### config.mk
export PLATFORM = sky130hd
export DESIGN_NAME = pcbs_sqrt_stage
export DESIGN_NICKNAME = d
export VERILOG_FILES = /design/src/rtl/core/pcbs_pkg.sv /design/src/rtl/core/pcbs_sqrt_stage.sv
export SDC_FILE = /design/constraint.sdc
export NUM_CORES = 1
export LEC_CHECK = 0
export CORE_AREA = 2 2 97 99
export DETAILED_ROUTE_END_ITERATION = 8
export DIE_AREA = 0 0 99 101
export DONT_BUFFER_PORTS = 1
export PLACE_DENSITY = 0.74
export SLEW_MARGIN = 20
export SYNTH_ARGS = -nofsm -noshare
export SYNTH_HDL_FRONTEND = slang
export SYNTH_SLANG_ARGS = --single-unit
### constraint.sdc
create_clock -name clock -period 6.5 [get_ports clock]
set_input_delay 1.95 -clock clock [delete_from_list [all_inputs] [get_ports clock]]
set_output_delay 1.95 -clock clock [all_outputs]
set_load 0.01 [all_outputs]
### src/rtl/core/pcbs_pkg.sv
// ----------------------------------------------------------------------------
// pcbs_pkg: shared types and constants
// Pixel, configuration and square-root pipeline types, luma weights and
// register index codes for the contrast, brightness and saturation adjuster.
// ----------------------------------------------------------------------------
package pcbs_pkg;

   localparam int CHAN_W = 8;
   localparam int NUM_CH = 3;

   // Configuration register widths.
   localparam int FACTOR_W = 18;
   localparam int OFFSET_W = 9;
   localparam int GAIN_W   = 16;

   localparam int CSR_INDEX_W = 2;
   localparam int CSR_DATA_W  = 18;

   // Square-root pipeline: a 32-bit radicand gives a 16-bit root, two
   // root bits are resolved in each register stage.
   localparam int RAD_W       = 32;
   localparam int ROOT_W      = 16;
   localparam int REM_W       = 18;
   localparam int SQRT_STEPS  = 2;
   localparam int SQRT_STAGES = ROOT_W / SQRT_STEPS;

   // Perceived brightness weights in Q16 for red, green and blue.
   localparam int LUMA_W = 16;
   localparam logic [LUMA_W-1:0] LUMA_WEIGHT [NUM_CH] = '{16'd19595, 16'd38470, 16'd7471};

   typedef enum logic [CSR_INDEX_W-1:0] {
      REG_CONTRAST,
      REG_BRIGHTNESS,
      REG_SATURATION
   } reg_index_type;

   typedef logic [CHAN_W-1:0] chan_type;
   typedef chan_type [NUM_CH-1:0] pix_type;   // index 0 red, 1 green, 2 blue

   typedef struct packed {
      logic        [FACTOR_W-1:0] contrast_factor;
      logic signed [OFFSET_W-1:0] brightness_offset;
      logic        [GAIN_W-1:0]   saturation_gain;
   } cfg_type;

   typedef struct packed {
      logic [RAD_W-1:0]  rad;    // radicand bits not yet brought down, MSB first
      logic [REM_W-1:0]  rem;    // partial remainder
      logic [ROOT_W-1:0] root;   // partial root
      pix_type           pix;    // adjusted pixel carried alongside
   } sqrt_state_type;

endpackage

### src/rtl/core/pcbs_sqrt_stage.sv
// ----------------------------------------------------------------------------
// pcbs_sqrt_stage: one stage of the integer square root
// Resolves two root bits by restoring digit recurrence and registers the
// partial remainder, partial root and the pixel that travels with them.
// ----------------------------------------------------------------------------
module pcbs_sqrt_stage (
   input  logic                     clock,
   input  logic                     reset,
   input  logic                     in_valid,
   output logic                     in_ready,
   input  pcbs_pkg::sqrt_state_type in_state,
   output logic                     out_valid,
   input  logic                     out_ready,
   output pcbs_pkg::sqrt_state_type out_state
);

   logic valid_ff, valid_in;
   pcbs_pkg::sqrt_state_type state_ff, state_in;

   logic [pcbs_pkg::REM_W+1:0] partial [pcbs_pkg::SQRT_STEPS];
   logic [pcbs_pkg::REM_W+1:0] trial   [pcbs_pkg::SQRT_STEPS];
   pcbs_pkg::sqrt_state_type   step    [pcbs_pkg::SQRT_STEPS+1];

   assign in_ready = !valid_ff || out_ready;
   assign valid_in = in_ready ? in_valid : valid_ff;

   always_comb begin
      step[0] = in_state;
      for (int k = 0; k < pcbs_pkg::SQRT_STEPS; k++) begin
         // Bring down the next two radicand bits and try root*4+1.
         partial[k]   = {step[k].rem, step[k].rad[pcbs_pkg::RAD_W-1 -: 2]};
         trial[k]     = {2'b00, step[k].root, 2'b01};
         step[k+1]     = step[k];
         step[k+1].rad = {step[k].rad[pcbs_pkg::RAD_W-3:0], 2'b00};
         if (partial[k] >= trial[k]) begin
            step[k+1].rem  = pcbs_pkg::REM_W'(partial[k] - trial[k]);
            step[k+1].root = {step[k].root[pcbs_pkg::ROOT_W-2:0], 1'b1};
         end else begin
            step[k+1].rem  = partial[k][pcbs_pkg::REM_W-1:0];
            step[k+1].root = {step[k].root[pcbs_pkg::ROOT_W-2:0], 1'b0};
         end
      end
      state_in = step[pcbs_pkg::SQRT_STEPS];
   end

   always_ff @(posedge clock) begin
      if (reset) begin
         valid_ff <= 1'b0;
      end else begin
         valid_ff <= valid_in;
      end
   end

   always_ff @(posedge clock) begin
      if (in_ready) begin
         state_ff <= state_in;
      end
   end

   assign out_valid = valid_ff;
   assign out_state = state_ff;

endmodule

## Yosys cells after proc, flatten, opt, wreduce, memory -nomap -nowiden

Cells that the tools add are included.

| operators by class | value |
|---|---|
| add/subtract/negate cells | 2 |
| order comparisons | 2 |
| multiplexer cells | 2 |
| reductions and logical operators | 2 |

Operators with widths:

| operator | count |
|---|---|
| 34-bit 2-to-1 mux | 2 |
| 20-bit by 18-bit >= comparator with 1-bit output | 2 |
| 18-bit subtractor | 2 |
| 1-bit logical NOT | 1 |
| 1-bit logical OR | 1 |

| storage, ports and cells | value |
|---|---|
| register bits | 87 |
| input bits | 94 |
| output and inout bits | 92 |
| word-level logic and storage cells | 15 |

## Logic depth before layout (Yosys ltp)

| depth | value |
|---|---|
| depth in word-level cells | 4 |
| gate-level depth with buffers | 22 |
| depth with buffers taken out | 19 |

## Worst setup path after synthesis

OpenSTA, ideal clock, no wires.

| timing path | value |
|---|---|
| path kind | input to register |
| start point | input port in_state[27] in the netlist's numbering |
| end point | register state_ff, in the netlist out_state[48] (data pin) |
| library setup time | 0.260 ns |
| data arrival time | 6.414 ns |
| data required time | 6.240 ns |
| path slack | -0.175 ns |
| cell stages on the path | 20 |
| path buffers | 2 |
| cells stage by stage | inv_1 ha_1 nand4_1 a2111oi_2 a2111o_1 nor2_1 o21ai_1 clkbuf_1 mux2_2 ha_1 a21oi_1 o21bai_1 a21oi_1 o31ai_1 a221oi_2 o21ai_2 o21ba_4 inv_4 buf_12 mux2_4 |

RTL lines:

| element | RTL line | text |
|---|---|---|
| from (decl) | pcbs_sqrt_stage.sv:11 | `input pcbs_pkg::sqrt_state_type in_state,` |
| to (signal assigned) | pcbs_sqrt_stage.sv:56 | `state_ff <= state_in;` |
| to (decl) | pcbs_sqrt_stage.sv:18 | `pcbs_pkg::sqrt_state_type state_ff, state_in;` |

==> results.md <==
- Status: finished clean
- Unique masters post-synth: 61
- Via count: ~3,400
- Slew at the pin closest to its max-slew limit: 0.598 ns
- Crit path required time: 6.60 ns
- Hold Path Class: flip-flop to flip-flop
- DRT antenna net count: 0
- Slew margin rel.: between 60 and 70%
- Sink Count: 87
- Hold Vio Cnt, Final: 0
- Cell Pwr Density: between 300 and 400 nW/µm²
- Min-delay src: out_valid$_SDFFE_PP0P_
- Unrepaired setup endpoints after global routing: true
- Syn Std Cell Area: ~5000 µm²
- DP HPWL: 8520 µm
- Static Leakage: about 2.2 nW
- Largest family of logic cells by synthesized area: compound AO/OA/AOI/OAI gates
- Routed Wire Length: ~11,000 µm
- CTS Buffer Depth: 2
- First-pass GRT wire length: between 15,000 and 20,000 µm
- Yosys Warn Count: 0
- Crit path kind: input pin to flip-flop
- Root Buffer Master: clkbuf_8
- Vias in the first global route: ~3,100
- DRT iter0 DRCs: between 100 and 150
- DP Area: 5200 µm²
- Vias per inst: 6.03
- 1st-pass router iterations: 4
- Grt ovf: 0
- Placer Congestion: 0.858
- Average size of a mapped cell: 11.8 µm²
- Most common cell after layout, fill and taps aside: edfxtp_1
- CTS tree: done
- Initial core utilization: 55.9%
- Fin area: 5390 µm²
- Seq/Total Area, Yosys: 51.8%
- CP Capture Type: flip-flop
- Pins over their slew limit: 0
- Post-Synth Adder-Cell Area: under 10%
- Dominant synthesized flop cell: edfxtp_1
- Largest net degree at the start of global routing: 52
- Fin util: approximately three fifths
- Total chip power: ~1.7 mW
- P&R area growth vs syn: 7.25%
- Buffers on Ports: 0
- Layout cell share with drive strength beyond 1: 14.8%
- Combinational share of power: between 30 and 40%
- Worst setup SP type: input pin
- Synth Area in XOR/XNOR: 4.54%
- Compound-Gate Fraction of Synth Area: ~15%
- Clk_lat worst skew: 0.35 ns
- Async SR Flop Fraction: 0%
- Total GRT Usage: 20.4%
- # diodes: 0
- Routed length per instance: 19.3 µm
- Int Power: 1.11 mW
- Die Y: 101 µm
- Switching Share: 32.9%
- Number of max-cap violations: 0
- Post-layout min period: between 6 and 7 ns
- Switch Pwr: 547 µW
- Setup Skew: slightly below 0.01 ns
- Initial antenna violation count: 0
- Worst Setup SP: in_state[27]
- I/O Pins: 186
- Sum Neg Setup Slack: 0 ns
- Final nets: 572
- Worst-case vdd ir drop: 0.104 mV
- Worst Path Arrival: approximately 6.4 ns
- Hold WS: 0.990 ns
- Core Region: 8980 µm²
- CTS Buf Count: 9
- Commonest non-fill, non-tap cells in the layout: 86 x edfxtp_1, 37 x inv_1, 36 x ha_1
- RR Startpoint: out_valid$_SDFFE_PP0P_
- Crit-path max FO: 16
- Clock transition at the registers of the reported paths: 0.08 ns
- Mapped Cells: roughly 430
- Post-synth EDFFs: 86
- Seq pwr share: 48.7%
- Setup violators final: 0
- Clk pwr share: about 20%
- Mux contribution to synthesized area: approximately 6.3%
- Final period util: 96.5%
- Die Wd: 99 µm
- # rows: 35
- CTS H-tree lvls: 3
- Simple-gate share of the synthesized area: 9.05%
- F_max: 160 MHz
- Drc violations: 0
- DIE AREA: 10000 µm²
- Synth Register Bits: 87
[cell usage after synthesis, drive strengths merged (2+ instances only)]
cell / count / area share (%)
nor3: 11 / 1.1
xor2: 10 / 1.7
a31oi: 3 / 0.37
and4: 2 / 0.35
o21ai: 17 / 1.8
or2: 3 / 0.37
mux2: 22 / 5.5
nor2: 35 / 2.6
o31ai: 6 / 1.3
o21a: 3 / 0.45
nand2: 15 / 1.1
ha: 36 / 9.0
a2111oi: 2 / 0.60
or3: 3 / 0.37
xnor2: 16 / 2.8
and3: 4 / 0.50
a21oi: 35 / 3.5
a21o: 5 / 0.75
nor2b: 2 / 0.25
nand2b: 5 / 0.62
edfxtp: 86 / 51
nand4: 4 / 0.50
inv: 38 / 2.9
nand3: 8 / 0.80
mux2i: 4 / 0.80
o211ai: 5 / 0.75
buf: 5 / 1.0
a21boi: 3 / 0.45
a211oi: 7 / 1.1
o21bai: 6 / 0.97
clkbuf: 5 / 0.37
[stage by stage]
| step | instances | setup slack [ns] |
|---|---|---|
| final | 558 | 0.230 |
| after global routing | 558 | -0.00200 |
| after detailed placement | 542 | -0.151 |
| after global placement | 542 | -0.0158 |
| after floorplan | 429 | 0.0358 |
| after CTS | 558 | 0.211 |
[worst paths after layout]
kind | cells past startpoint | endpoint | slack, ns
setup reg to reg | 2 | out_state[62]$_DFFE_PP_ | 4.69
hold / removal | 2 | out_valid$_SDFFE_PP0P_ | 0.99
hold reg to reg | 2 | out_valid$_SDFFE_PP0P_ | 0.99
setup / recovery | 19 | out_state[46]$_DFFE_PP_ | 0.23
[final cells by class]
cell class / count / area (µm²)
inverter: 38 / 145
multi-input combinational: 294 / 2230
clock inverter: 7 / 53.8
sequential: 87 / 2600
tap: 111 / 139
fill: 718 / 3590
clock buffer: 9 / 124
timing repair buffer: 12 / 90.1
[state kept, by name (all words and copies together), names as in the netlist]
| name | flops |
|---|---|
| out_valid | 1 |
| out_state | 86 |
[metal layers]
layer  global-route usage (%)  vias to the layer above  part of all wire, %
met5                        0                        -                    0
met4                     5.80                        0                  1.0
met3                     6.73                       12                  8.3
met2                     35.7                      156                   51
met1                     24.1                     1575                   40
li1                         -                     1621                    -
[logic make-up after synthesis]
| group | after synthesis |
|---|---|
| xor+xnor | 26 |
| other cells | 1 |
| simple gates | 95 |
| fa+ha+maj | 36 |
| mux | 26 |
| buf+inv | 48 |
| compound gates | 107 |
| flops | 87 |
[critical path, stage by stage]
cell and delay [ns]:
inv_1 0.04, ha_1 0.38, nand4_1 0.22, a2111oi_2 0.43, a2111o_1 0.21, nor2_1 0.06
o21ai_2 0.20, buf_4 0.27, mux2i_1 0.30, inv_1 0.08, ha_1 0.43, nand2_1 0.12
or3_1 0.35, nor2_1 0.19, a221oi_2 0.10, o21ai_2 0.21, o21ba_4 0.20, inv_4 0.24
mux2_2 0.38
[power by group through the flow]
| stage | Sequential [mW] | Combinational [mW] | Clock, mW |
|---|---|---|---|
| after floorplan | 0.807 | 0.412 | 0 |
| after global placement | 0.823 | 0.494 | 0 |
| after detailed placement | 0.825 | 0.506 | 0 |
| after CTS | 0.812 | 0.508 | 0.348 |
| after global routing | 0.818 | 0.562 | 0.366 |
| final | 0.808 | 0.513 | 0.339 |
[timing repair]
item,in CTS,in global routing
setup buffers,0,0
setup endpoints to repair,0,14
resized for setup,0,2
hold buffers,0,0
Note: power is estimated with default switching activity, not from simulation.
