## config.mk

```make
export PLATFORM = sky130hd
export DESIGN_NAME = pcbs_sat
export DESIGN_NICKNAME = d
export VERILOG_FILES = /design/src/rtl/core/pcbs_pkg.sv /design/src/rtl/core/pcbs_sat.sv
export SDC_FILE = /design/constraint.sdc
export NUM_CORES = 2
export LEC_CHECK = 0
export BUFFER_PORTS_ARGS = -buffer_cell sky130_fd_sc_hd__buf_2
export CAP_MARGIN = 20
export CELL_PAD_IN_SITES_DETAIL_PLACEMENT = 1
export CELL_PAD_IN_SITES_GLOBAL_PLACEMENT = 1
export CORE_MARGIN = 5
export CORE_UTILIZATION = 51
export DETAILED_ROUTE_END_ITERATION = 7
export GPL_ROUTABILITY_DRIVEN = 0
export HOLD_SLACK_MARGIN = 0.02
export PLACE_DENSITY = 0.94
export SYNTH_ARGS = -nofsm -noshare
export SYNTH_HDL_FRONTEND = slang
export SYNTH_SLANG_ARGS = --single-unit
```

## constraint.sdc

```tcl
create_clock -name clock -period 8.2 [get_ports clock]
set_clock_uncertainty 0.15 [all_clocks]
set_input_delay 0 -clock clock [delete_from_list [all_inputs] [get_ports clock]]
set_output_delay 0 -clock clock [all_outputs]
set_load 0.1 [all_outputs]
```

## src/rtl/core/pcbs_pkg.sv

```systemverilog
// ----------------------------------------------------------------------------
// pcbs_pkg: shared types and constants
// Pixel, configuration and square-root pipeline types, luma weights and
// register index codes for the contrast, brightness and saturation adjuster.
// ----------------------------------------------------------------------------
package pcbs_pkg;

   localparam int CHAN_W = 8;
   localparam int NUM_CH = 3;

   // Configuration register widths.
   localparam int FACTOR_W = 18;
   localparam int OFFSET_W = 9;
   localparam int GAIN_W   = 16;

   localparam int CSR_INDEX_W = 2;
   localparam int CSR_DATA_W  = 18;

   // Square-root pipeline: a 32-bit radicand gives a 16-bit root, two
   // root bits are resolved in each register stage.
   localparam int RAD_W       = 32;
   localparam int ROOT_W      = 16;
   localparam int REM_W       = 18;
   localparam int SQRT_STEPS  = 2;
   localparam int SQRT_STAGES = ROOT_W / SQRT_STEPS;

   // Perceived brightness weights in Q16 for red, green and blue.
   localparam int LUMA_W = 16;
   localparam logic [LUMA_W-1:0] LUMA_WEIGHT [NUM_CH] = '{16'd19595, 16'd38470, 16'd7471};

   typedef enum logic [CSR_INDEX_W-1:0] {
      REG_CONTRAST,
      REG_BRIGHTNESS,
      REG_SATURATION
   } reg_index_type;

   typedef logic [CHAN_W-1:0] chan_type;
   typedef chan_type [NUM_CH-1:0] pix_type;   // index 0 red, 1 green, 2 blue

   typedef struct packed {
      logic        [FACTOR_W-1:0] contrast_factor;
      logic signed [OFFSET_W-1:0] brightness_offset;
      logic        [GAIN_W-1:0]   saturation_gain;
   } cfg_type;

   typedef struct packed {
      logic [RAD_W-1:0]  rad;    // radicand bits not yet brought down, MSB first
      logic [REM_W-1:0]  rem;    // partial remainder
      logic [ROOT_W-1:0] root;   // partial root
      pix_type           pix;    // adjusted pixel carried alongside
   } sqrt_state_type;

endpackage

```

## src/rtl/core/pcbs_sat.sv

```systemverilog
// ----------------------------------------------------------------------------
// pcbs_sat: saturation
// Two register stages: gain product around the perceived brightness, then
// the final sum, truncation and clamping into the output register.
// ----------------------------------------------------------------------------
module pcbs_sat (
   input  logic                     clock,
   input  logic                     reset,
   input  pcbs_pkg::cfg_type        cfg,
   input  logic                     in_valid,
   output logic                     in_ready,
   input  pcbs_pkg::sqrt_state_type in_state,
   output logic                     out_valid,
   input  logic                     out_ready,
   output pcbs_pkg::pix_type        out_pix
);

   logic [1:0] valid_ff, valid_in;
   logic [1:0] stg_ready;

   logic signed [17:0] diff    [pcbs_pkg::NUM_CH];
   logic signed [34:0] prod_ff [pcbs_pkg::NUM_CH];
   logic signed [34:0] prod_in [pcbs_pkg::NUM_CH];
   logic [pcbs_pkg::ROOT_W-1:0] luma_ff;
   logic signed [35:0] total   [pcbs_pkg::NUM_CH];
   pcbs_pkg::pix_type  pix_ff, pix_in;

   assign stg_ready[1] = !valid_ff[1] || out_ready;
   assign stg_ready[0] = !valid_ff[0] || stg_ready[1];
   assign in_ready     = stg_ready[0];

   assign valid_in[0] = stg_ready[0] ? in_valid    : valid_ff[0];
   assign valid_in[1] = stg_ready[1] ? valid_ff[0] : valid_ff[1];

   always_comb begin
      for (int i = 0; i < pcbs_pkg::NUM_CH; i++) begin
         // Channel minus perceived brightness, both in Q8, times the Q8.8 gain.
         diff[i]    = $signed({2'b00, in_state.pix[i], 8'h00})
                    - $signed({2'b00, in_state.root});
         prod_in[i] = diff[i] * $signed({1'b0, cfg.saturation_gain});

         total[i] = $signed({12'h000, luma_ff, 8'h00}) + 36'(prod_ff[i]);
         if (total[i][35]) begin
            pix_in[i] = 8'd0;
         end else if (|total[i][35:24]) begin
            pix_in[i] = 8'd255;
         end else begin
            pix_in[i] = total[i][23:16];
         end
      end
   end

   always_ff @(posedge clock) begin
      if (reset) begin
         valid_ff <= 2'b00;
      end else begin
         valid_ff <= valid_in;
      end
   end

   always_ff @(posedge clock) begin
      if (stg_ready[0]) begin
         prod_ff <= prod_in;
         luma_ff <= in_state.root;
      end
      if (stg_ready[1]) begin
         pix_ff <= pix_in;
      end
   end

   assign out_valid = valid_ff[1];
   assign out_pix   = pix_ff;

endmodule

```

==> qor.csv, run 1 <==
metric,value,unit
status,stopped before the end,
haltStage,global routing,
stop_error,[ERROR GRT-0232] Routing congestion too high. Check the congestion heatmap in the GUI.,
synthAdderAreaFrac,54.1,%
cts_root_buf,clkbuf_16,
synth_most_common_cell,inv_1,
synth_area_leaders,"fa_1 45%, edfxtp_1 11%, inv_1 10%, ha_1 9.1%, and2_1 5.1%",
io_pins,163,
synth_top_family_by_area,adder cells,
ys_ff_latch,120,
synthTopCellsByCount,"884 x inv_1, 728 x fa_1, 360 x nand2_1",
synthMuxAreaShare,0.0344,%
die_x,263,µm
seq_area_frac_synth,11.0,%
syn-num-nets,4491,
grt-ovfl-total,14,
synthArstFlopShare,0,%
cts_max_path_buffers,2,
cts_sinks,120,
syn_avg_cell_area,9.66,µm²
synth_compound_area_share,6.37,%
dp_hpwl,96.6,mm
start_util,51.7,%
rows,92,
synth_top_area_cell,fa_1,
synth_cell_type_count,80,
synth_warnings,0,
track_usage,68.4,%
grt_max_degree,60,
worstEpCategory,sequential cell input,
cts_buffers,17,
postGrtWorstEndpoint,prod_ff[64]$_DFFE_PP_/D,
yosys.area_share.simple,12.5,%
port_buffers,85,
syn_area,32700,µm²
antenna_found_initial,37,
synth_xor_area_share,4.63,%
synth_ff_type,edfxtp_1,
synth_top_area_share,44.5,%
synth_edf_count,118,
h-tree-depth,4,
die_h,263,µm
synthCells,3387,
## metal layers
layer / overflow / GRT usage [%]
met3: 0 / 63.3
met4: 2 / 68.2
met5: 0 / 45.8
met2: 12 / 79.7
met1: 0 / 64.0
## timing repair
item	4_1_cts
setup buffers	3
pin swaps	2
hold buffers	21
endpoints found under the hold margin	21
resized for setup	13
setup endpoints to repair	16
## through the flow
stage          instance area, µm²  instances  setup WS, ns  util [%]
2_1_floorplan               32700       3387         0.779         -
3_5_place_dp                34400       4295        -0.751      54.3
4_1_cts                     35300       4351        0.0109      55.8
3_3_place_gp                34400       4295        0.0922      54.3
## cell families after synthesis
logic type	count (synthesis)
xor gates and xnor gates	168
adders and majority gates	979
and+or+nand+nor	832
muxes	1
buffers and inverters	986
DFF	120
AOI/OAI and AO/OA	301
==> inputs of run 2 (changes only) <==
==> config.mk (replaced) <==
export PLATFORM = sky130hd
export DESIGN_NAME = pcbs_sat
export DESIGN_NICKNAME = d
export VERILOG_FILES = /design/src/rtl/core/pcbs_pkg.sv /design/src/rtl/core/pcbs_sat.sv
export SDC_FILE = /design/constraint.sdc
export NUM_CORES = 2
export LEC_CHECK = 0
export BUFFER_PORTS_ARGS = -buffer_cell sky130_fd_sc_hd__buf_2
export CAP_MARGIN = 20
export CORE_MARGIN = 5
export CORE_UTILIZATION = 40
export DETAILED_ROUTE_END_ITERATION = 7
export GPL_ROUTABILITY_DRIVEN = 0
export PLACE_DENSITY_LB_ADDON = 0.15
export SYNTH_ARGS = -nofsm -noshare
export SYNTH_HDL_FRONTEND = slang
export SYNTH_SLANG_ARGS = --single-unit
==> run 2 against run 1 <==
  * The run now ends clean
  * Synthesized area unchanged
  * Synthesized cell count unchanged
==> qor.csv, run 2 <==
metric,value,unit,change
status,completed,,was stopped before the end
cts_tree,done,,
setup_ws,0.308,ns,
syn_avg_cell_area,9.66,µm²,unchanged
synth_edf_count,118,,unchanged
hold_viol,0,,
grt_pass1_wl,137,mm,
critPathKind,in -> reg,,
end_kind,flip-flop,,
synthTopCellsByCount,"884 x inv_1, 728 x fa_1, 360 x nand2_1",,unchanged
first_pass_iters,5,,
synthCells,3387,,unchanged
antenna_left,0,,
cts_root_buf,clkbuf_16,,unchanged
synthArstFlopShare,0,%,unchanged
dp_hpwl,72.5,mm,was 96.6 mm
final_cell_mix,"882 x inv_1, 726 x fa_1, 358 x nand2_1, 266 x and2_1, 237 x ha_1",,
rsz0062_at_grt,true,,
seq_area_frac_synth,11.0,%,unchanged
slowest_delay,0.65,ns,
die_h,296,µm,was 263 µm
start_util,40.5,%,was 51.7%
synth_top_area_share,44.5,%,unchanged
drc,0,,
fp.coreArea,80800,µm²,
routed_wl,84.6,mm,
layout_commonest_cell,inv_1,,
cts_max_path_buffers,2,,unchanged
h-tree-depth,4,,unchanged
worstSetupStartpointType,input pin,,
relSlewSlack,30.6,%,
worstPathArrival,7.97,ns,
syn_area,32700,µm²,unchanged
first_global_vias,24300,,
reg2reg_slack,4.42,ns,
track_usage,20.4,%,
syn-num-nets,4491,,unchanged
grt-ovfl-total,0,,
worst_ep_required_time,8.28,ns,
dieArea,87600,µm²,
synth_ff_type,edfxtp_1,,unchanged
cts_sinks,120,,unchanged
synth_cell_type_count,80,,unchanged
post-place-ws,-0.0442,ns,was -0.751 ns
synth_warnings,0,,unchanged
path_max_fanout,7,,
cts_buffers,17,,unchanged
finalCriticalPeriod,7.89,ns,
largest_reg_flops,78,,
crit_top_cell,fa_1,,
fmax,0.127,GHz,
vias_per_cell,4.88,,
drt_iter0_markers,1140,,
drive_gt1_share,8.03,%,
cpMaxStageDelayCell,fa_2,,
io_pins,163,,unchanged
fin_util,44.4,%,
fin_nets,4617,,
drv_slew,0,,
rows,104,,was 92
syn_to_final_growth,9.68,%,
ys_ff_latch,120,,unchanged
drv_cap,0,,
insertion_delay,0.48,ns,
dpl.cell_count,4523,,was 4295
hold_class,in -> reg,,
fin_crit_sh,96.2,%,
port_buffers,85,,unchanged
instances_no_fill,4588,,
setup_violations,0,,
synth_top_area_cell,fa_1,,unchanged
antenna_found_initial,3,,
wl_per_cell,18.4,µm,
synth_most_common_cell,inv_1,,unchanged
vias,22400,,
largest-register,prod_ff,,
grt_max_degree,53,,
clk_pin_slew,0.06,ns,
die_x,296,µm,was 263 µm
synth_area_leaders,"fa_1 45%, edfxtp_1 11%, inv_1 10%, ha_1 9.1%, and2_1 5.1%",,unchanged
tightest_slew,1.03,ns,
==> run 2: cell counts after synthesis <==
No cell type changed its count.
==> run 2: worst paths after layout <==
| path | from | endpoint | depth (start not counted) |
|---|---|---|---|
| worst max-delay path | in_state[27] | prod_ff[102]$_DFFE_PP_ | 30 |
| worst min-delay path | reset | valid_ff[1]$_SDFFE_PP0P_ | 3 |
| worst max register to register | luma_ff[8]$_DFFE_PP_ | out_pix[6]$_SDFFCE_PP0P_ | 9 |
| worst min register to register | valid_ff[0]$_SDFFE_PP0P_ | valid_ff[1]$_SDFFE_PP0P_ | 2 |
==> run 2: cell type report <==
type / instances / area, µm²
Multi-Input combinational cell: 2282 / 25600
Tap cell: 1060 / 1330
Clock inverter: 14 / 124
Inverter: 884 / 3330
Clock buffer: 18 / 429
Fill cell: 7998 / 44900
Timing Repair Buffer: 208 / 1480
Antenna cell: 2 / 5.00
Sequential cell: 120 / 3580
==> run 2: cell families after synthesis <==
kind of cell	after synthesis	share of synthesized area (%)
fa+ha+maj	979	54.1
buf+inv	986	11.5
flops	120	11.0
mux	1	0.0344
simple gates	832	12.5
xor+xnor	168	4.63
compound gates	301	6.37
==> run 2: stage by stage <==
stage	instance area, µm²	setup TNS, ns	hold slack, ns
floorplan	32700	0	-0.0776
global placement	34800	0	0.0283
detailed placement	34800	-0.0442	0.0295
CTS	35600	0	0.0286
global route	35900	-0.0286	0.0623
finish	35900	0	0.0861
==> run 2: per-layer routing <==
metal	share of wire, %	global-route usage [%]	wire length [µm]
met5	0	0	0
met4	5.3	9.38	4530
met3	2.8	2.08	2340
met2	50	36.0	42700
met1	41	25.5	35100
==> run 2: critical path, delay by kind of cell <==
family                   cells  cell delay [ns]
XOR/XNOR                     1             0.09
AND/OR/NAND/NOR              5             1.12
AO/OA/AOI/OAI               10             2.22
adder cells (fa/ha/maj)      7             3.42
buffers and inverters        7             1.11
==> run 2: repair_timing <==
item                                    in CTS  in global routing
endpoints found under the setup margin       0                 25
hold buffers                                19                  0
endpoints found under the hold margin       18                  0
setup buffers                                0                 11
gates resized for setup                      0                 40
Power of run 2 is not shown: default switching activity piles up to over one toggle a cycle in this logic, so the estimate is an artifact.
