### src/rtl/core/pcbs_pkg.sv
// ----------------------------------------------------------------------------
// pcbs_pkg: shared types and constants
// Pixel, configuration and square-root pipeline types, luma weights and
// register index codes for the contrast, brightness and saturation adjuster.
// ----------------------------------------------------------------------------
package pcbs_pkg;

   localparam int CHAN_W = 8;
   localparam int NUM_CH = 3;

   // Configuration register widths.
   localparam int FACTOR_W = 18;
   localparam int OFFSET_W = 9;
   localparam int GAIN_W   = 16;

   localparam int CSR_INDEX_W = 2;
   localparam int CSR_DATA_W  = 18;

   // Square-root pipeline: a 32-bit radicand gives a 16-bit root, two
   // root bits are resolved in each register stage.
   localparam int RAD_W       = 32;
   localparam int ROOT_W      = 16;
   localparam int REM_W       = 18;
   localparam int SQRT_STEPS  = 2;
   localparam int SQRT_STAGES = ROOT_W / SQRT_STEPS;

   // Perceived brightness weights in Q16 for red, green and blue.
   localparam int LUMA_W = 16;
   localparam logic [LUMA_W-1:0] LUMA_WEIGHT [NUM_CH] = '{16'd19595, 16'd38470, 16'd7471};

   typedef enum logic [CSR_INDEX_W-1:0] {
      REG_CONTRAST,
      REG_BRIGHTNESS,
      REG_SATURATION
   } reg_index_type;

   typedef logic [CHAN_W-1:0] chan_type;
   typedef chan_type [NUM_CH-1:0] pix_type;   // index 0 red, 1 green, 2 blue

   typedef struct packed {
      logic        [FACTOR_W-1:0] contrast_factor;
      logic signed [OFFSET_W-1:0] brightness_offset;
      logic        [GAIN_W-1:0]   saturation_gain;
   } cfg_type;

   typedef struct packed {
      logic [RAD_W-1:0]  rad;    // radicand bits not yet brought down, MSB first
      logic [REM_W-1:0]  rem;    // partial remainder
      logic [ROOT_W-1:0] root;   // partial root
      pix_type           pix;    // adjusted pixel carried alongside
   } sqrt_state_type;

endpackage

### src/rtl/core/pcbs_color.sv
// ----------------------------------------------------------------------------
// pcbs_color: contrast and brightness
// Two register stages: contrast product, then truncation, offset and clamping.
// ----------------------------------------------------------------------------
module pcbs_color (
   input  logic              clock,
   input  logic              reset,
   input  pcbs_pkg::cfg_type cfg,
   input  logic              in_valid,
   output logic              in_ready,
   input  pcbs_pkg::pix_type in_pix,
   output logic              out_valid,
   input  logic              out_ready,
   output pcbs_pkg::pix_type out_pix
);

   logic [1:0] valid_ff, valid_in;
   logic [1:0] stg_ready;

   logic signed [27:0] prod_ff [pcbs_pkg::NUM_CH];
   logic signed [27:0] prod_in [pcbs_pkg::NUM_CH];
   pcbs_pkg::pix_type  pix_ff, pix_in;

   logic signed [8:0]  delta     [pcbs_pkg::NUM_CH];
   logic signed [27:0] shifted   [pcbs_pkg::NUM_CH];
   logic [7:0]         contrasted[pcbs_pkg::NUM_CH];
   logic signed [9:0]  bright    [pcbs_pkg::NUM_CH];

   assign stg_ready[1] = !valid_ff[1] || out_ready;
   assign stg_ready[0] = !valid_ff[0] || stg_ready[1];
   assign in_ready     = stg_ready[0];

   assign valid_in[0] = stg_ready[0] ? in_valid    : valid_ff[0];
   assign valid_in[1] = stg_ready[1] ? valid_ff[0] : valid_ff[1];

   always_comb begin
      for (int i = 0; i < pcbs_pkg::NUM_CH; i++) begin
         // Distance from mid gray, then the Q10.8 factor applied to it.
         delta[i]   = $signed({1'b0, in_pix[i]}) - 9'sd128;
         prod_in[i] = $signed({1'b0, cfg.contrast_factor}) * delta[i];

         // Add mid gray back in Q.8, drop the fraction and clamp.
         shifted[i] = prod_ff[i] + 28'sd32768;
         if (shifted[i][27]) begin
            contrasted[i] = 8'd0;
         end else if (|shifted[i][27:16]) begin
            contrasted[i] = 8'd255;
         end else begin
            contrasted[i] = shifted[i][15:8];
         end

         bright[i] = $signed({2'b00, contrasted[i]}) + 10'(cfg.brightness_offset);
         if (bright[i][9]) begin
            pix_in[i] = 8'd0;
         end else if (bright[i][8]) begin
            pix_in[i] = 8'd255;
         end else begin
            pix_in[i] = bright[i][7:0];
         end
      end
   end

   always_ff @(posedge clock) begin
      if (reset) begin
         valid_ff <= 2'b00;
      end else begin
         valid_ff <= valid_in;
      end
   end

   always_ff @(posedge clock) begin
      if (stg_ready[0]) begin
         prod_ff <= prod_in;
      end
      if (stg_ready[1]) begin
         pix_ff <= pix_in;
      end
   end

   assign out_valid = valid_ff[1];
   assign out_pix   = pix_ff;

endmodule

### config.mk
export PLATFORM = sky130hd
export DESIGN_NAME = pcbs_color
export DESIGN_NICKNAME = d
export VERILOG_FILES = /design/src/rtl/core/pcbs_pkg.sv /design/src/rtl/core/pcbs_color.sv
export SDC_FILE = /design/constraint.sdc
export NUM_CORES = 1
export LEC_CHECK = 0
export ABC_AREA = 1
export BUFFER_PORTS_ARGS = -buffer_cell sky130_fd_sc_hd__buf_4
export CORE_ASPECT_RATIO = 0.8
export CORE_MARGIN = 2
export CORE_UTILIZATION = 60
export CTS_BUF_LIST = sky130_fd_sc_hd__clkbuf_2
export DETAILED_ROUTE_END_ITERATION = 8
export PLACE_DENSITY = 0.76
export SYNTH_ARGS = -nofsm -noshare
export SYNTH_HDL_FRONTEND = slang
export SYNTH_SLANG_ARGS = --single-unit
export TNS_END_PERCENT = 30
### constraint.sdc
create_clock -name clock -period 8.1 [get_ports clock]
set_input_delay 2.43 -clock clock [delete_from_list [all_inputs] [get_ports clock]]
set_output_delay 2.43 -clock clock [all_outputs]
set_load 0.05 [all_outputs]
==> After elaboration in Yosys (flattened, before gate mapping) <==
Index checks and enable logic that the tools add are counted.
{ "totals": {"reg_bits": 110, "word_cells": 36} }
{ "classes": {"add_sub_neg": 9, "multipliers": 3, "n_mux": 9, "n_reduce_logical": 7} }
{ "ops": {"columns": ["cell", "n"], "rows": [
  ["$add 28x17->28 const B", 3],
  ["$mul 19x9->28", 3],
  ["$mux 8", 9],
  ["$reduce_or 12->1", 3],
  ["$add 9x9->10", 3],
  ["$sub 8x8->9 const B", 3],
  ["$logic_not 1->1", 2],
  ["$logic_or 1x1->1", 2]
]} }

==> Longest topological paths before layout <==
{ "logic_depth": {"depth_word": 6, "depth_mapped": 24, "mapped_depth_nobuf": 24} }

==> Least setup slack after synthesis <==
OpenSTA, ideal clock, no wires.
{ "synth_timing": {"kind": "input to register", "startpoint": "in in_pix[11] (netlist bit)", "endpoint": "reg prod_ff[54] (netlist bit) (data pin)", "arrival_ns": 6.624, "t_required_ns": 7.847, "setup_slack_ns": 1.223, "stages": 19, "path_buffers": 2, "cell_sequence": "clkbuf_1 -> clkbuf_1 -> nand2_1 -> fa_1 -> fa_1 -> inv_1 -> fa_1 -> fa_1 -> inv_1 -> fa_1 -> inv_1 -> ha_1 -> nand2_1 -> inv_1 -> nand3_1 -> o21ai_1 -> nand4_1 -> nand4_1 -> nand2_1"} }
{ "synth_lines": {"columns": ["item", "line", "text"], "rows": [
  ["from (decl)", "pcbs_color.sv:11", "input pcbs_pkg::pix_type in_pix,"],
  ["to (signal assigned)", "pcbs_color.sv:73", "prod_ff <= prod_in;"],
  ["to (decl)", "pcbs_color.sv:20", "logic signed [27:0] prod_ff [pcbs_pkg::NUM_CH];"]
]} }

==> run_results.csv <==
group,metric,value,unit
worst_setup_path,r2r_cells,22,
run,drv_cap,0,
worst_setup_path,max_stage_delay,0.50,ns
grt,grt_pass1_wl,90.7,mm
detailed_routing,vias,17900,
sta,worstMarginPinSlew,0.941,ns
worst_setup_path,crit_buf_inv,5,
sta,finalSetupViolations,0,
cts,htree_levels,3,
sta,tns,0,ns
worst_setup_path,cp.required,8.53,ns
hold_path,hp-start,"valid_ff[0]$_SDFFE_PP0P_",
worst_setup_path,crit_family,"adder cells",
cts,clkSinkCount,86,
synthesis,ys_seq_area_share,12.0,%
synthesis,ys_ff_latch,86,
worst_setup_path,rr_endpoint,"out_pix[17]$_SDFFCE_PP0P_",
synthesis,ys_warn_count,0,
placement,io_buffers,80,
grt,grt_max_degree,60,
floorplanning,std_cell_rows,61,
detailed_routing,wl_per_cell,16.4,um
worst_setup_path,critical_path.slowest_cell,"fa_1",
cts,path_clk_slew,0.27,ns
detailed_routing,wl,53.7,mm
hold_path,whs_path_depth,2,
placement,dp_slack,0.694,ns
floorplanning,die-area,0.0372,mm^2
grt,antenna_found_initial,1,
detailed_routing,first_pass_iters,6,
worst_setup_path,r2r-start,"prod_ff[15]$_DFFE_PP_",
cts,post_cts_buffers,0,
floorplanning,die_h,173,um
synthesis,avgSynthCellArea,7.61,um^2
final_layout,synthToLayoutAreaGrowth,4.53,%
synthesis,syn-num-nets,3456,
detailed_routing,ant_nets,0,
final_layout,drive_gt1_share,4.49,%
final_layout,nFillCells,3127,
worst_setup_path,cp_max_fo,28,
sta,rsz0062_at_grt,"no",
cts,cts-resized-gates,0,
grt,grt.total_usage,30.4,%
sta,min_period,6.83,ns
sta,fmax,146,MHz
outcome,outcome,"completed",
worst_setup_path,cp-startpoint,"in_pix[7]",
synthesis,synthFlopType,"edfxtp_1",
power_and_ir_drop,vdd_drop_max,0.197,mV
cts,cts_root_buf,"clkbuf_2",
floorplanning,initial_core_util,61.3,%
hold_path,hp-class,"reg -> reg",
sta,fin_ws,1.27,ns
final_layout,fin_nets,3445,
cts,cts_tree,"done",
cts,cts.hold.buffers_added,0,
grt,grt_overflow_total,0,
detailed_routing,drc_errors,0,
placement,hpwl,43.9,mm
synthesis,async_reset_ff_share,0,%
worst_setup_path,end_kind,"flip-flop",
cts,cts_buffer_depth,2,
worst_setup_path,crit_chain,"buf_4, inv_1, nand2_1, fa_1, fa_1, inv_1, fa_1, fa_1, inv_1, fa_1, inv_1, ha_1, nand2_1, nand2_1, a21oi_1, nor2_1, o21ai_0, nand3_1, nand2_1, nand2_1",
floorplanning,core,0.0350,mm^2
synthesis,syn_area,0.0214,mm^2
cts,cts_buffers,9,
sta,maxSlewViolCount,0,
synthesis,syn_inst,2815,
sta,skew,0.0352,ns
worst_setup_path,r2r_slack,4.06,ns
grt,grt_pass1_vias,18000,
sta,final-hold-violation-count,0,
power_and_ir_drop,leakage,13.1,nW
synthesis,synth_edf_count,84,
worst_setup_path,cp.arrival,7.26,ns
worst_setup_path,path_class,"in -> reg",
worst_setup_path,critPathLaunchType,"input port",
floorplanning,die_w,215,um
sta,slew_headroom,37.1,%
sta,finalCritPeriodShare,84.3,%
synthesis,ys_types,37,
placement,gp_congestion,0.940,
floorplanning,ioPinCount,97,
cts,insertion_delay,0.65,ns
detailed_routing,vias_per_cell,5.45,
final_layout,layout_commonest_cell,"nand2_1",
sta,fin_hold_ws,0.515,ns
detailed_routing,dr.first_iter.drc_count,1906,
final_layout,final_cell_mix,"759 x nand2_1, 657 x inv_1, 339 x fa_1",
hold_path,hold_end,"valid_ff[1]$_SDFFE_PP0P_",
power_and_ir_drop,cellPowerDensity,355,mW/mm^2
-- per-stage QoR --
stage                     instance area, um^2  cells  total power [W]  utilization (%)
after floorplan                         21400   2815          0.00587                -
final                                   22400   3282          0.00795             64.0
after detailed placement                22200   3265          0.00749             63.6
after CTS                               22400   3281          0.00784             64.0
after global placement                  22200   3265          0.00736             63.6
after global routing                    22400   3282          0.00886             64.0
-- synth_stat cells, drive strengths merged, types with 16 or more instances --
cell type | number | area (um^2)
a31oi | 20 | 125
o21ai | 44 | 224
buf | 16 | 73.8
a21oi | 94 | 470
fa | 339 | 6790
ha | 231 | 2890
inv | 658 | 2470
xor2 | 47 | 412
nand2 | 764 | 2880
nand4 | 16 | 100
nor2 | 200 | 803
o21bai | 18 | 135
xnor2 | 23 | 209
nand3 | 107 | 541
clkbuf | 89 | 334
nor3 | 30 | 160
edfxtp | 84 | 2520
-- worst reg2reg max path, delay by kind of cell (launching register included) --
kind                     cells  cell delay, ns
adder cells (fa/ha/maj)      3            0.72
XOR/XNOR                     2            0.85
buffers and inverters        3            0.19
AND/OR/NAND/NOR             14            1.53
flip-flops                   1            0.55
-- layout make-up --
cell class,count,area [um^2],area share (%)
sequential,86,2560,11.4
clock buffer,9,45.0,0.201
clock inverter,7,104,0.464
tap,472,591,2.64
antenna,1,2.50,0.0112
timing repair buffer,83,623,2.78
inverter,658,2470,11.0
multi-input combinational,1966,16000,71.4
-- how the worst max path moves through the flow --
stage                                        to  slack, ns  cells after the start
after global routing      prod_ff[80]$_DFFE_PP_       0.89                     20
after CTS                 prod_ff[80]$_DFFE_PP_       1.42                     20
after detailed placement  prod_ff[80]$_DFFE_PP_       0.69                     20
after floorplan           prod_ff[54]$_DFFE_PP_       1.22                     19
after global placement    prod_ff[80]$_DFFE_PP_       0.76                     20
final                     prod_ff[80]$_DFFE_PP_       1.27                     20
-- sequential cells by signal, indices dropped and copies added (netlist names) --
name / flops
prod_ff: 60
out_pix: 24
valid_ff: 2
-- metal layers --
metal / global-route usage, % / up-vias / wire, um
met5: 0 / - / 0
met3: 4.75 / 64 / 5100
li1: - / 8417 / -
met4: 7.50 / 0 / 1100
met2: 45.1 / 799 / 22500
met1: 46.7 / 8600 / 25000
-- power breakdown --
part	switching [W]	internal (W)
Clock	0.000189	0.000108
Combinational	0.00424	0.00232
Sequential	0.000136	0.000961
-- cells by family after synthesis --
family,count (synthesis),share of synthesized area [%]
AO/OA/AOI/OAI,195,5.12
XOR/XNOR,70,2.90
adder cells (fa/ha/maj),570,45.2
buffers and inverters,763,13.4
flip-flops,86,12.0
AND/OR/NAND/NOR,1131,21.4
No activity file was read; power rests on OpenSTA's default activity.
