## config.mk

```make
export PLATFORM = sky130hd
export DESIGN_NAME = pcbs_luma
export DESIGN_NICKNAME = d
export VERILOG_FILES = /design/src/rtl/core/pcbs_pkg.sv /design/src/rtl/core/pcbs_luma.sv
export SDC_FILE = /design/constraint.sdc
export NUM_CORES = 1
export LEC_CHECK = 0
export BUFFER_PORTS_ARGS = -buffer_cell sky130_fd_sc_hd__buf_2
export CAP_MARGIN = 20
export CORE_MARGIN = 1
export CORE_UTILIZATION = 40
export DETAILED_ROUTE_END_ITERATION = 8
export SLEW_MARGIN = 15
export SYNTH_ARGS = -nofsm -noshare
export SYNTH_HDL_FRONTEND = slang
export SYNTH_SLANG_ARGS = --single-unit
```

## constraint.sdc

```tcl
create_clock -name clock -period 7.6 [get_ports clock]
set_clock_uncertainty 0.15 [all_clocks]
set_input_delay 0.38 -clock clock [delete_from_list [all_inputs] [get_ports clock]]
set_output_delay 0.38 -clock clock [all_outputs]
set_load 0.01 [all_outputs]
```

## src/rtl/core/pcbs_pkg.sv

```systemverilog
// ----------------------------------------------------------------------------
// pcbs_pkg: shared types and constants
// Pixel, configuration and square-root pipeline types, luma weights and
// register index codes for the contrast, brightness and saturation adjuster.
// ----------------------------------------------------------------------------
package pcbs_pkg;

   localparam int CHAN_W = 8;
   localparam int NUM_CH = 3;

   // Configuration register widths.
   localparam int FACTOR_W = 18;
   localparam int OFFSET_W = 9;
   localparam int GAIN_W   = 16;

   localparam int CSR_INDEX_W = 2;
   localparam int CSR_DATA_W  = 18;

   // Square-root pipeline: a 32-bit radicand gives a 16-bit root, two
   // root bits are resolved in each register stage.
   localparam int RAD_W       = 32;
   localparam int ROOT_W      = 16;
   localparam int REM_W       = 18;
   localparam int SQRT_STEPS  = 2;
   localparam int SQRT_STAGES = ROOT_W / SQRT_STEPS;

   // Perceived brightness weights in Q16 for red, green and blue.
   localparam int LUMA_W = 16;
   localparam logic [LUMA_W-1:0] LUMA_WEIGHT [NUM_CH] = '{16'd19595, 16'd38470, 16'd7471};

   typedef enum logic [CSR_INDEX_W-1:0] {
      REG_CONTRAST,
      REG_BRIGHTNESS,
      REG_SATURATION
   } reg_index_type;

   typedef logic [CHAN_W-1:0] chan_type;
   typedef chan_type [NUM_CH-1:0] pix_type;   // index 0 red, 1 green, 2 blue

   typedef struct packed {
      logic        [FACTOR_W-1:0] contrast_factor;
      logic signed [OFFSET_W-1:0] brightness_offset;
      logic        [GAIN_W-1:0]   saturation_gain;
   } cfg_type;

   typedef struct packed {
      logic [RAD_W-1:0]  rad;    // radicand bits not yet brought down, MSB first
      logic [REM_W-1:0]  rem;    // partial remainder
      logic [ROOT_W-1:0] root;   // partial root
      pix_type           pix;    // adjusted pixel carried alongside
   } sqrt_state_type;

endpackage

```

## src/rtl/core/pcbs_luma.sv

```systemverilog
// ----------------------------------------------------------------------------
// pcbs_luma: weighted sum of squares
// Three register stages: channel squares, Q16 weighting, and the sum that
// seeds the square-root pipeline.
// ----------------------------------------------------------------------------
module pcbs_luma (
   input  logic                     clock,
   input  logic                     reset,
   input  logic                     in_valid,
   output logic                     in_ready,
   input  pcbs_pkg::pix_type        in_pix,
   output logic                     out_valid,
   input  logic                     out_ready,
   output pcbs_pkg::sqrt_state_type out_state
);

   logic [2:0] valid_ff, valid_in;
   logic [2:0] stg_ready;

   logic [15:0] sq_ff [pcbs_pkg::NUM_CH];
   logic [15:0] sq_in [pcbs_pkg::NUM_CH];
   logic [31:0] wt_ff [pcbs_pkg::NUM_CH];
   logic [31:0] wt_in [pcbs_pkg::NUM_CH];
   logic [pcbs_pkg::RAD_W-1:0] sum_ff, sum_in;
   pcbs_pkg::pix_type pix_a_ff, pix_b_ff, pix_c_ff;

   assign stg_ready[2] = !valid_ff[2] || out_ready;
   assign stg_ready[1] = !valid_ff[1] || stg_ready[2];
   assign stg_ready[0] = !valid_ff[0] || stg_ready[1];
   assign in_ready     = stg_ready[0];

   assign valid_in[0] = stg_ready[0] ? in_valid    : valid_ff[0];
   assign valid_in[1] = stg_ready[1] ? valid_ff[0] : valid_ff[1];
   assign valid_in[2] = stg_ready[2] ? valid_ff[1] : valid_ff[2];

   always_comb begin
      for (int i = 0; i < pcbs_pkg::NUM_CH; i++) begin
         sq_in[i] = in_pix[i] * in_pix[i];
         wt_in[i] = sq_ff[i] * pcbs_pkg::LUMA_WEIGHT[i];
      end
   end

   // The weights sum to 65536, so the total stays below 2^32.
   assign sum_in = wt_ff[0] + wt_ff[1] + wt_ff[2];

   always_ff @(posedge clock) begin
      if (reset) begin
         valid_ff <= 3'b000;
      end else begin
         valid_ff <= valid_in;
      end
   end

   always_ff @(posedge clock) begin
      if (stg_ready[0]) begin
         sq_ff    <= sq_in;
         pix_a_ff <= in_pix;
      end
      if (stg_ready[1]) begin
         wt_ff    <= wt_in;
         pix_b_ff <= pix_a_ff;
      end
      if (stg_ready[2]) begin
         sum_ff   <= sum_in;
         pix_c_ff <= pix_b_ff;
      end
   end

   assign out_valid      = valid_ff[2];
   assign out_state.rad  = sum_ff;
   assign out_state.rem  = '0;
   assign out_state.root = '0;
   assign out_state.pix  = pix_c_ff;

endmodule

```

======== Word level (Yosys, flattened, before mapping) ========
Index checks and enable logic that the tools add are counted.
word-level totals
  bits in registers ....................... 246
  bits of input ports ..................... 28
  output and inout port bits .............. 92
  logic and storage cells ................. 33
operators by class
  add/subtract/negate cells ............... 2
  $mul .................................... 6
  reductions and logical operators ........ 6
operators with widths
  operator                  count
  $mul A16 B15 Y31 const B  2
  $mul A8 B8 Y16            3
  $add A31 B32 Y32          1
  $add A32 B29 Y32          1
  $mul A16 B13 Y29 const B  1
  $logic_not A1 Y1          3
  $logic_or A1 B1 Y1        3

======== Longest topological paths before layout ========
Gate-level depths: netlist of the first run.
  word-level depth ........................ 4
  depth in mapped cells ................... 21
  depth with buffers taken out ............ 20

======== Least setup slack after synthesis of the first run ========
OpenSTA, ideal clock, no wires.
  path type ............................... reg-to-reg
  start ................................... register sq_ff[47] (netlist name)
  end ..................................... register wt_ff[92] (netlist name), data pin
  setup time .............................. 0.260 ns
  arrival time ............................ 5.072 ns
  data required time ...................... 7.190 ns
  slack ................................... 2.118 ns
  stages on the path, launching flop included .. 21
  path buffers ............................ 0
  period minus slack after synthesis ...... 5.482 ns
  cell sequence ........................... edfxtp_1 -> ha_1 -> ha_1 -> inv_1 -> fa_1 -> inv_1 -> fa_1 -> fa_1 -> inv_1 -> fa_1 -> inv_1 -> ha_1 -> a21o_1 -> o21bai_1 -> a21o_1 -> a21o_1 -> a21o_1 -> a221oi_2 -> o21ai_1 -> a221oi_2 -> xnor2_1
RTL lines
  what                    RTL line         RTL
  start, declared         pcbs_luma.sv:20  logic [15:0] sq_ff [pcbs_pkg::NUM_CH];
  start signal, assigned  pcbs_luma.sv:56  sq_ff <= sq_in;
  end signal, assigned    pcbs_luma.sv:60  wt_ff <= wt_in;
  end, declared           pcbs_luma.sv:22  logic [31:0] wt_ff [pcbs_pkg::NUM_CH];

==> run_results.csv, run 1 <==
group,metric,value,unit
clocking,holdBufCountCts,22,
route,num_vias,16300,
critical_path,crit_path_end_kind,"flip-flop",
sta,finalSetupViolations,0,
logic_synthesis,synthCells,2344,
logic_synthesis,synth_area,0.0260,mm^2
floorplanning,fp.coreArea,0.0643,mm^2
sta,rsz0062_at_grt,"false",
critical_path,critPathMaxFanout,6,
critical_path,crit_family,"adder cells",
sta,fmax,170,MHz
floorplanning,ioPinCount,120,
critical_path,slowest_delay,520,ps
clocking,cts_sinks,234,
clocking,cts_setup_buffers,0,
critical_path,crit_required,7760,ps
global_route,overflow,0,
min_path,hold_path.class,"input port to flip-flop",
route,viasPerCell,4.85,
route,drc,0,
place,place_ws,1750,ps
floorplanning,design.die.area,0.0660,mm^2
logic_synthesis,yosys-top-cells-area,"edfxtp_1 27%, ha_1 22%, fa_1 22%, inv_1 6.9%, xnor2_1 3.7%",
cells_and_area,drive_gt1_share,6.08,%
logic_synthesis,yosys_register_bits,234,
clocking,clkSlewWorstSetupHoldPaths,60,ps
clocking,cts_buffer_depth,3,
cells_and_area,nets,3256,
route,finalWirelength,53800,um
sta,finalSetupTns,0,ps
run,max-cap-violations,0,
status,status,"completed",
logic_synthesis,synth_edf_count,231,
sta,fin_crit,5890,ps
critical_path,critical_path.startpoint_type,"flip-flop",
logic_synthesis,synthFlopType,"edfxtp_1",
sta,final_max_slew_viol_count,0,
logic_synthesis,synth_cell_types,66,
cells_and_area,n_fill_cell,5991,
logic_synthesis,ys.warnings.count,0,
sta,finalHoldViolations,0,
floorplanning,rows,93,
route,drtAntennaViolNets,0,
clocking,cts_buffers,29,
logic_synthesis,yosysSeqAreaShare,26.9,%
critical_path,cp_slowest_cell,"edfxtp_1",
place,io_buffers,85,
logic_synthesis,synth_top_area_cell,"edfxtp_1",
place,gp_congestion,0.869,
clocking,insertion_delay,570,ps
global_route,grt_first_pass_wirelength,87700,um
global_route,grtUsageMet1,22.4,%
clocking,ctsRootBufferMaster,"clkbuf_16",
global_route,antenna_found_initial,0,
route,wl_per_cell,16.0,um
critical_path,crit_type,"flip-flop to flip-flop",
global_route,grt_util_all_layers,16.5,%
logic_synthesis,syn-mean-instance-area,11.1,um^2
floorplanning,fp.dieH,257,um
sta,period_share,77.5,%
global_route,first_global_vias,17200,
clocking,ctsResizeCount,0,
sta,maxSlewHeadroom,41.0,%
cells_and_area,syn2layout_area_growth,9.77,%
global_route,gr-usage-met2,28.3,%
critical_path,critical_path_arrival,6050,ps
route,drt-pass1-iter-count,7,
floorplanning,initial_core_util,40.4,%
global_route,met3_usage,1.61,%
sta,tightest_slew,863,ps
cells_and_area,final_common_cell,"inv_1",
route,drt-initial-drc-count,705,
critical_path,cp_cell_sequence,"ha_1, ha_1, inv_1, fa_1, inv_1, fa_1, fa_1, inv_1, fa_1, inv_1, ha_1, a21o_1, o21bai_1, a21o_1, a21o_1, a21o_1, a221oi_2, o21ai_1, a221oi_2, xnor2_1",
logic_synthesis,async_reset_ff_share,0,%
cells_and_area,antenna_cells,0,
logic_synthesis,synth_top_area_share,26.7,%
sta,fin_ws,1710,ps
clocking,cts_tree,"done",
global_route,grt_max_degree,62,
place,post-dp-hpwl,45000,um
floorplanning,fp.dieW,257,um
clocking,htree_levels,1,
global_route,grt_busiest_layer,"met2",
critical_path,path_buf_inv,4,
cells_and_area,final_cell_mix,"478 x inv_1, 466 x ha_1, 282 x fa_1, 231 x edfxtp_1, 111 x xnor2_1",
[final cells by class]
class,instances,area [um^2],share of cell area [%]
clock buffer,33,741,2.60
clock inverter,20,196,0.689
inverter,480,1800,6.33
multi-input combinational,1625,17000,59.8
sequential,234,7000,24.5
tap,855,1070,3.75
timing repair buffer,110,668,2.34
[worst register-to-register path: cells and delay by family, from the launching register on]
kind                       cells  cell delay, ps
adders and majority gates      7            2990
AOI/OAI and AO/OA              8            1710
DFF                            1             520
buffers and inverters          4             200
xor gates and xnor gates       1              80
[synthesized netlist by cell type (3+ instances only)]
cell type and instances:
inv_1 480, ha_1 466, fa_1 282, edfxtp_1 231, xnor2_1 111, a21oi_1 104
a21o_1 92, nand2_1 73, nor2_1 62, and2_1 61, o21ai_0 47, xor2_1 38
buf_4 34, o21bai_1 23, nor2b_1 20, clkbuf_1 19, nand3_1 18, and3_1 17
a31oi_1 14, nor3_1 14, o21a_1 14, nand2b_1 13, nand4_1 12, a211oi_1 8
a2111oi_0 6, nor4_1 5, o21ai_1 5, a211o_1 4, a221o_1 4, a221oi_2 4
o31ai_1 4, a21boi_0 3, a221oi_1 3, and4_1 3, dfxtp_1 3, mux2_2 3
o2111ai_1 3, o211ai_1 3, or2_2 3
[logic make-up (layout without fill, tap and decap cells)]
kind of cell               after synthesis  after routing  share of synthesized area (%)
AOI/OAI and AO/OA                      366            366                           9.46
xor gates and xnor gates               149            149                           5.02
adders and majority gates              748            748                           44.2
buffers and inverters                  534            643                           8.21
DFF                                    234            234                           26.9
muxes                                    4              4                          0.169
other                                    2             51                         0.0289
and+or+nand+nor                        307            307                           5.99
[sequential cells by signal, indices dropped and copies added (netlist names)]
register   flops
pix_a_ff      21
pix_b_ff      21
sq_ff         45
valid_ff       3
out_state     24
sum_ff        32
wt_ff         88
[through the flow]
stage               utilization (%)  hold slack [ps]  instance area (um^2)  std cells
floorplan                         -              250                 26200       2393
global placement               42.5              251                 27400       3282
detailed placement             42.5              255                 27400       3282
CTS                            44.3             2.76                 28500       3357
global route                   44.3             15.7                 28500       3357
finish                         44.3             37.0                 28500       3357
[path summary, 6_finish.rpt]
kind                    start            to  slack (ps)  cells after the start
setup / recovery    sq_ff[47]     wt_ff[92]        1710                     20
hold reg to reg   pix_b_ff[4]  out_state[4]         270                      0
hold / removal      in_pix[5]   pix_a_ff[5]          40                      1
setup reg to reg    sq_ff[47]     wt_ff[92]        1710                     20
[layer usage]
metal | part of all wire [%] | vias to the layer above
met4 | 1.8 | 0
li1 | - | 8067
met5 | 0 | -
met2 | 47 | 246
met3 | 3.2 | 57
met1 | 48 | 7928
Power of run 1 is left out: the tool's default activity adds up to more than one toggle a clock period on the data nets, which glitch-free logic cannot reach.
==> run 2, diff against run 1 <==
- clock period: 7.6 -> 5.5 ns (I/O delays scaled with it)
==> run 2 against run 1 <==
Sequential share of layout area fell by 1.1 points. Critical endpoint unchanged. Non-clock buffer count rose by 130. Clock-buffer cell count did not move. Global-route usage rose by 0.27 points. Largest cell class unchanged. Flip-flop and latch count did not move. Critical path type unchanged.
==> run_results.csv, run 2 (synthesis gave the netlist of run 1 again) <==
group,metric,value,unit
sta,fmax,183,MHz
global_route,gr-usage-met2,29.1,%
clocking,cts_buffer_depth,3,
cells_and_area,final_common_cell,"inv_1",
sta,finalSetupViolations,0,
sta,maxSlewHeadroom,32.1,%
critical_path,critical_path_arrival,5620,ps
cells_and_area,multi_input_area,0.0174,mm^2
clocking,ctsRootBufferMaster,"clkbuf_16",
global_route,met3_usage,1.58,%
place,gp_congestion,0.887,
floorplanning,fp.coreArea,0.0643,mm^2
sta,finalSetupTns,0,ps
place,place_area,0.0281,mm^2
critical_path,crit_path_end_kind,"flip-flop",
cells_and_area,reg.largest.list,"wt_ff (88), sq_ff (45), sum_ff (32)",
clocking,cts_sinks,234,
cells_and_area,antenna_cells,0,
global_route,grt_first_pass_wirelength,89400,um
critical_path,reg2reg_from,"sq_ff[46]",
route,drc,0,
min_path,min_from,"pix_b_ff[7]",
critical_path,crit_type,"flip-flop to flip-flop",
min_path,hold_path.class,"flip-flop to flip-flop",
cells_and_area,nets,3385,
route,num_vias,16500,
cells_and_area,seq_area,0.00700,mm^2
global_route,overflow,0,
critical_path,critical_path.startpoint_type,"flip-flop",
sta,fin_crit,5460,ps
clocking,clkSlewWorstSetupHoldPaths,60,ps
cells_and_area,largest_register_ffs,88,
route,drtAntennaViolNets,0,
place,post-dp-hpwl,44900,um
floorplanning,fp.dieH,257,um
floorplanning,initial_core_util,40.4,%
floorplanning,fp.dieW,257,um
clocking,htree_levels,1,
sta,rsz0062_at_grt,"true",
global_route,grt_util_all_layers,16.8,%
critical_path,crit_required,5660,ps
cells_and_area,drive_gt1_share,12.7,%
route,viasPerCell,4.75,
clocking,cts_tree,"done",
global_route,antenna_found_initial,0,
floorplanning,design.die.area,0.0660,mm^2
cells_and_area,final_area,0.0299,mm^2
status,status,"completed",
cells_and_area,n_fill_cell,5898,
route,wl_per_cell,15.6,um
cells_and_area,syn2layout_area_growth,15.0,%
route,finalWirelength,54400,um
global_route,grt_max_degree,68,
route,drt-initial-drc-count,518,
global_route,grtUsageMet1,22.8,%
sta,tightest_slew,1020,ps
global_route,first_global_vias,17600,
cells_and_area,largest_register,"wt_ff",
clocking,insertion_delay,580,ps
place,io_buffers,85,
run,max-cap-violations,0,
critical_path,critPathMaxFanout,3,
sta,finalHoldViolations,0,
clocking,cts_buffers,28,
cells_and_area,final_cell_mix,"469 x inv_1, 448 x ha_1, 280 x fa_1, 231 x edfxtp_1, 127 x buf_4",
route,drt-pass1-iter-count,4,
critical_path,critPathLaunch,"sq_ff[46]",
sta,period_share,99.3,%
global_route,grt_busiest_layer,"met2",
floorplanning,rows,93,
sta,final_max_slew_viol_count,0,
floorplanning,ioPinCount,120,
## run 2: cell types whose count changed in the layout (fill, tap and decap cells not counted), moves of 5 or more
| cell | before | now |
|---|---|---|
| buf_4 | 3 | 127 |
| ha_1 | 466 | 448 |
| ha_4 | 0 | 13 |
| inv_1 | 478 | 469 |
| inv_2 | 1 | 10 |
| dlygate4sd3_1 | 22 | 27 |
| ha_2 | 0 | 5 |
## run 2: repair_timing
item	4_1_cts	5_1_grt
hold buffers	27	0
endpoints found under the hold margin	31	0
gates resized for setup	11	60
setup buffers	6	22
setup endpoints to repair	8	25
pin swaps	7	40
## run 2: area by class of cell
type / instances / area share [%]
multi-input combinational: 1625 / 58.3
sequential: 234 / 23.4
inverter: 480 / 6.04
timing repair buffer: 240 / 5.56
tap: 855 / 3.58
clock buffer: 33 / 2.48
clock inverter: 18 / 0.611
## run 2: path summary, 6_finish.rpt
path         cells past startpoint  slack, ps           end
min reg2reg                      0        270  out_state[7]
max reg2reg                     20         40     wt_ff[92]
min                              0        270  out_state[7]
max                             20         40     wt_ff[92]
## run 2: critical path: stages, from the launching register on
cell	delay (ps)
edfxtp_1	480
ha_4	300
ha_4	260
inv_2	30
fa_1	490
inv_2	40
fa_1	490
fa_1	520
inv_1	50
fa_1	540
inv_2	60
ha_4	210
a21o_1	190
o21bai_4	170
a21o_1	160
a21o_1	150
a21o_1	170
a221oi_4	270
o21ai_2	100
a221oi_2	260
xnor2_1	100
## run 2: stage by stage
step / setup slack, ps / cells / hold slack, ps / utilization [%]
after detailed placement: -146 / 3379 / 256 / 43.6
final: 38.2 / 3485 / 268 / 46.4
after global placement: -74.9 / 3379 / 252 / 43.6
after floorplan: 18.5 / 2393 / 197 / -
after global routing: -180 / 3485 / 272 / 46.4
after CTS: -14.1 / 3463 / 246 / 45.7
## run 2: metal layers
metal | share of wire (%) | wire length (um)
met5 | 0 | 0
met4 | 1.4 | 745
met3 | 2.5 | 1350
met2 | 48 | 26200
met1 | 48 | 26100
Power of run 2 is left out for the same reason.
==> run 3, diff against run 2 <==
- CORE_ASPECT_RATIO: unset -> 1.1
==> run 3 against run 2 <==
The flow now finishes with violations (setup timing). Final cell count down 0.32%. Clock-buffer cell count fell by 1. Maximum frequency is 0.93% lower. Global-route usage is 0.086 points lower. First-iteration DRC count rose by 6.2%. Register-to-register slack lost 50 ps. Flip-flop and latch count did not move. Via count is 0.63% higher. Core utilization up 0.39 points.
==> run_results.csv, run 3 (synthesis gave the netlist of run 1 again) <==
group,metric,value,unit
cells_and_area,final_util,46.8,%
clocking,cts_tree,"done",
critical_path,crit_path_end_kind,"flip-flop",
global_route,gr-usage-met2,29.6,%
clocking,ctsRootBufferMaster,"clkbuf_16",
sta,tightest_slew,995,ps
critical_path,r2r_end,"wt_ff[93]",
sta,fin_crit,5510,ps
clocking,htree_levels,1,
critical_path,cp_cell_sequence,"ha_4, ha_4, inv_2, fa_1, inv_2, fa_1, fa_1, inv_2, fa_1, inv_2, ha_4, buf_6, a21o_1, a221oi_2, a211oi_2, o311ai_2, nand2_2, a311oi_2, xnor2_1",
global_route,grtUsageMet1,21.7,%
critical_path,reg2reg_from,"sq_ff[46]",
sta,finalSetupTns,-13.0,ps
cells_and_area,reg.largest.list,"wt_ff (88), sq_ff (45), sum_ff (32)",
route,drt-pass1-iter-count,5,
status,status,"complete, but fails checks",
global_route,met3_usage,1.33,%
min_path,hold_path.class,"input port to flip-flop",
cells_and_area,n_fill_cell,5821,
route,viasPerCell,4.79,
run,max-cap-violations,0,
critical_path,reg2reg_depth,19,
route,drt-initial-drc-count,550,
critical_path,slowest_delay,550,ps
floorplanning,fp.dieH,269,um
global_route,antenna_found_initial,0,
global_route,grt_max_degree,68,
min_path,min_from,"out_ready",
cells_and_area,syn2layout_area_growth,15.3,%
cells_and_area,largest_register_ffs,88,
clocking,cts_buffers,28,
cells_and_area,multi_input_area,0.0174,mm^2
floorplanning,design.die.area,0.0660,mm^2
sta,final_max_slew_viol_count,0,
place,post-dp-hpwl,44700,um
cells_and_area,final_area,0.0299,mm^2
clocking,clkSlewWorstSetupHoldPaths,60,ps
route,drtAntennaViolNets,0,
route,finalWirelength,54400,um
place,gp_congestion,0.862,
global_route,grt_first_pass_wirelength,88600,um
clocking,insertion_delay,570,ps
status,violations,"setup timing",
cells_and_area,final_cell_mix,"465 x inv_1, 450 x ha_1, 280 x fa_1, 231 x edfxtp_1, 125 x buf_4",
sta,maxSlewHeadroom,33.6,%
critical_path,cp_slowest_cell,"fa_1",
floorplanning,initial_core_util,40.6,%
sta,finalHoldViolations,0,
critical_path,critical_path_arrival,5670,ps
critical_path,critical_path.startpoint_type,"flip-flop",
critical_path,critPathMaxFanout,4,
floorplanning,fp.coreArea,0.0640,mm^2
route,wl_per_cell,15.7,um
clocking,cts_sinks,234,
global_route,first_global_vias,17800,
min_path,min_delay_path_depth,5,
place,place_ws,-121,ps
floorplanning,fp.dieW,245,um
cells_and_area,final_common_cell,"inv_1",
global_route,overflow,0,
cells_and_area,antenna_cells,0,
global_route,grt_busiest_layer,"met2",
floorplanning,rows,97,
global_route,grt_util_all_layers,16.7,%
min_path,min_to,"valid_ff[1]",
sta,fmax,181,MHz
route,num_vias,16600,
cells_and_area,drive_gt1_share,12.8,%
critical_path,regToRegSetupSlack,-10,ps
critical_path,crit_required,5660,ps
floorplanning,ioPinCount,120,
cells_and_area,seq_area,0.00700,mm^2
cells_and_area,largest_register,"wt_ff",
place,place_area,0.0281,mm^2
route,drc,0,
place,io_buffers,85,
sta,period_share,100,%
critical_path,crit_type,"flip-flop to flip-flop",
sta,fin_ws,-13.0,ps
sta,finalSetupViolations,1,
clocking,cts_buffer_depth,3,
cells_and_area,nets,3387,
sta,rsz0062_at_grt,"true",
-- run 3: routing by layer --
metal	vias to the layer above	routed length [um]
li1	8317	-
met1	8073	25000
met2	192	26800
met3	64	1380
met4	0	1180
met5	-	0
-- run 3: final cells by class --
class,instances,area share [%]
sequential,234,23.4
clock inverter,20,1.04
timing repair buffer,242,5.64
tap,841,3.51
multi-input combinational,1625,58.0
clock buffer,32,2.46
inverter,480,6.02
-- run 3: timing repair --
item	in CTS	in global routing
hold endpoints to repair	30	0
buffers inserted	6	25
pin swaps	13	35
gates resized for setup	11	59
hold buffers	27	0
setup endpoints to repair	7	25
-- run 3: critical path, delay by kind of cell, from the launching register on --
kind | cells | cell delay [ps]
AND/OR/NAND/NOR | 1 | 140
XOR/XNOR | 1 | 100
buffers and inverters | 5 | 280
AO/OA/AOI/OAI | 5 | 1280
flip-flops | 1 | 460
adder cells (fa/ha/maj) | 7 | 2840
-- run 3: how the worst max path moves through the flow --
| stage | start | to | slack, ps | cells past startpoint |
|---|---|---|---|---|
| 6_report | sq_ff[46] | wt_ff[93] | -10 | 19 |
| 3_5_place_dp | sq_ff[46] | wt_ff[93] | -120 | 19 |
| 3_3_place_gp | sq_ff[46] | wt_ff[93] | -60 | 19 |
| 2_1_floorplan | sq_ff[47] | wt_ff[92] | 20 | 20 |
| 4_1_cts | sq_ff[11] | wt_ff[28] | -60 | 19 |
| 5_1_grt | sq_ff[46] | wt_ff[93] | -240 | 19 |
-- run 3: stage by stage --
step / std cells / hold slack (ps)
floorplan: 2393 / 197
global placement: 3364 / 252
detailed placement: 3364 / 255
CTS: 3449 / 99.7
global route: 3474 / 169
finish: 3474 / 134
Power of run 3 is left out for the same reason.
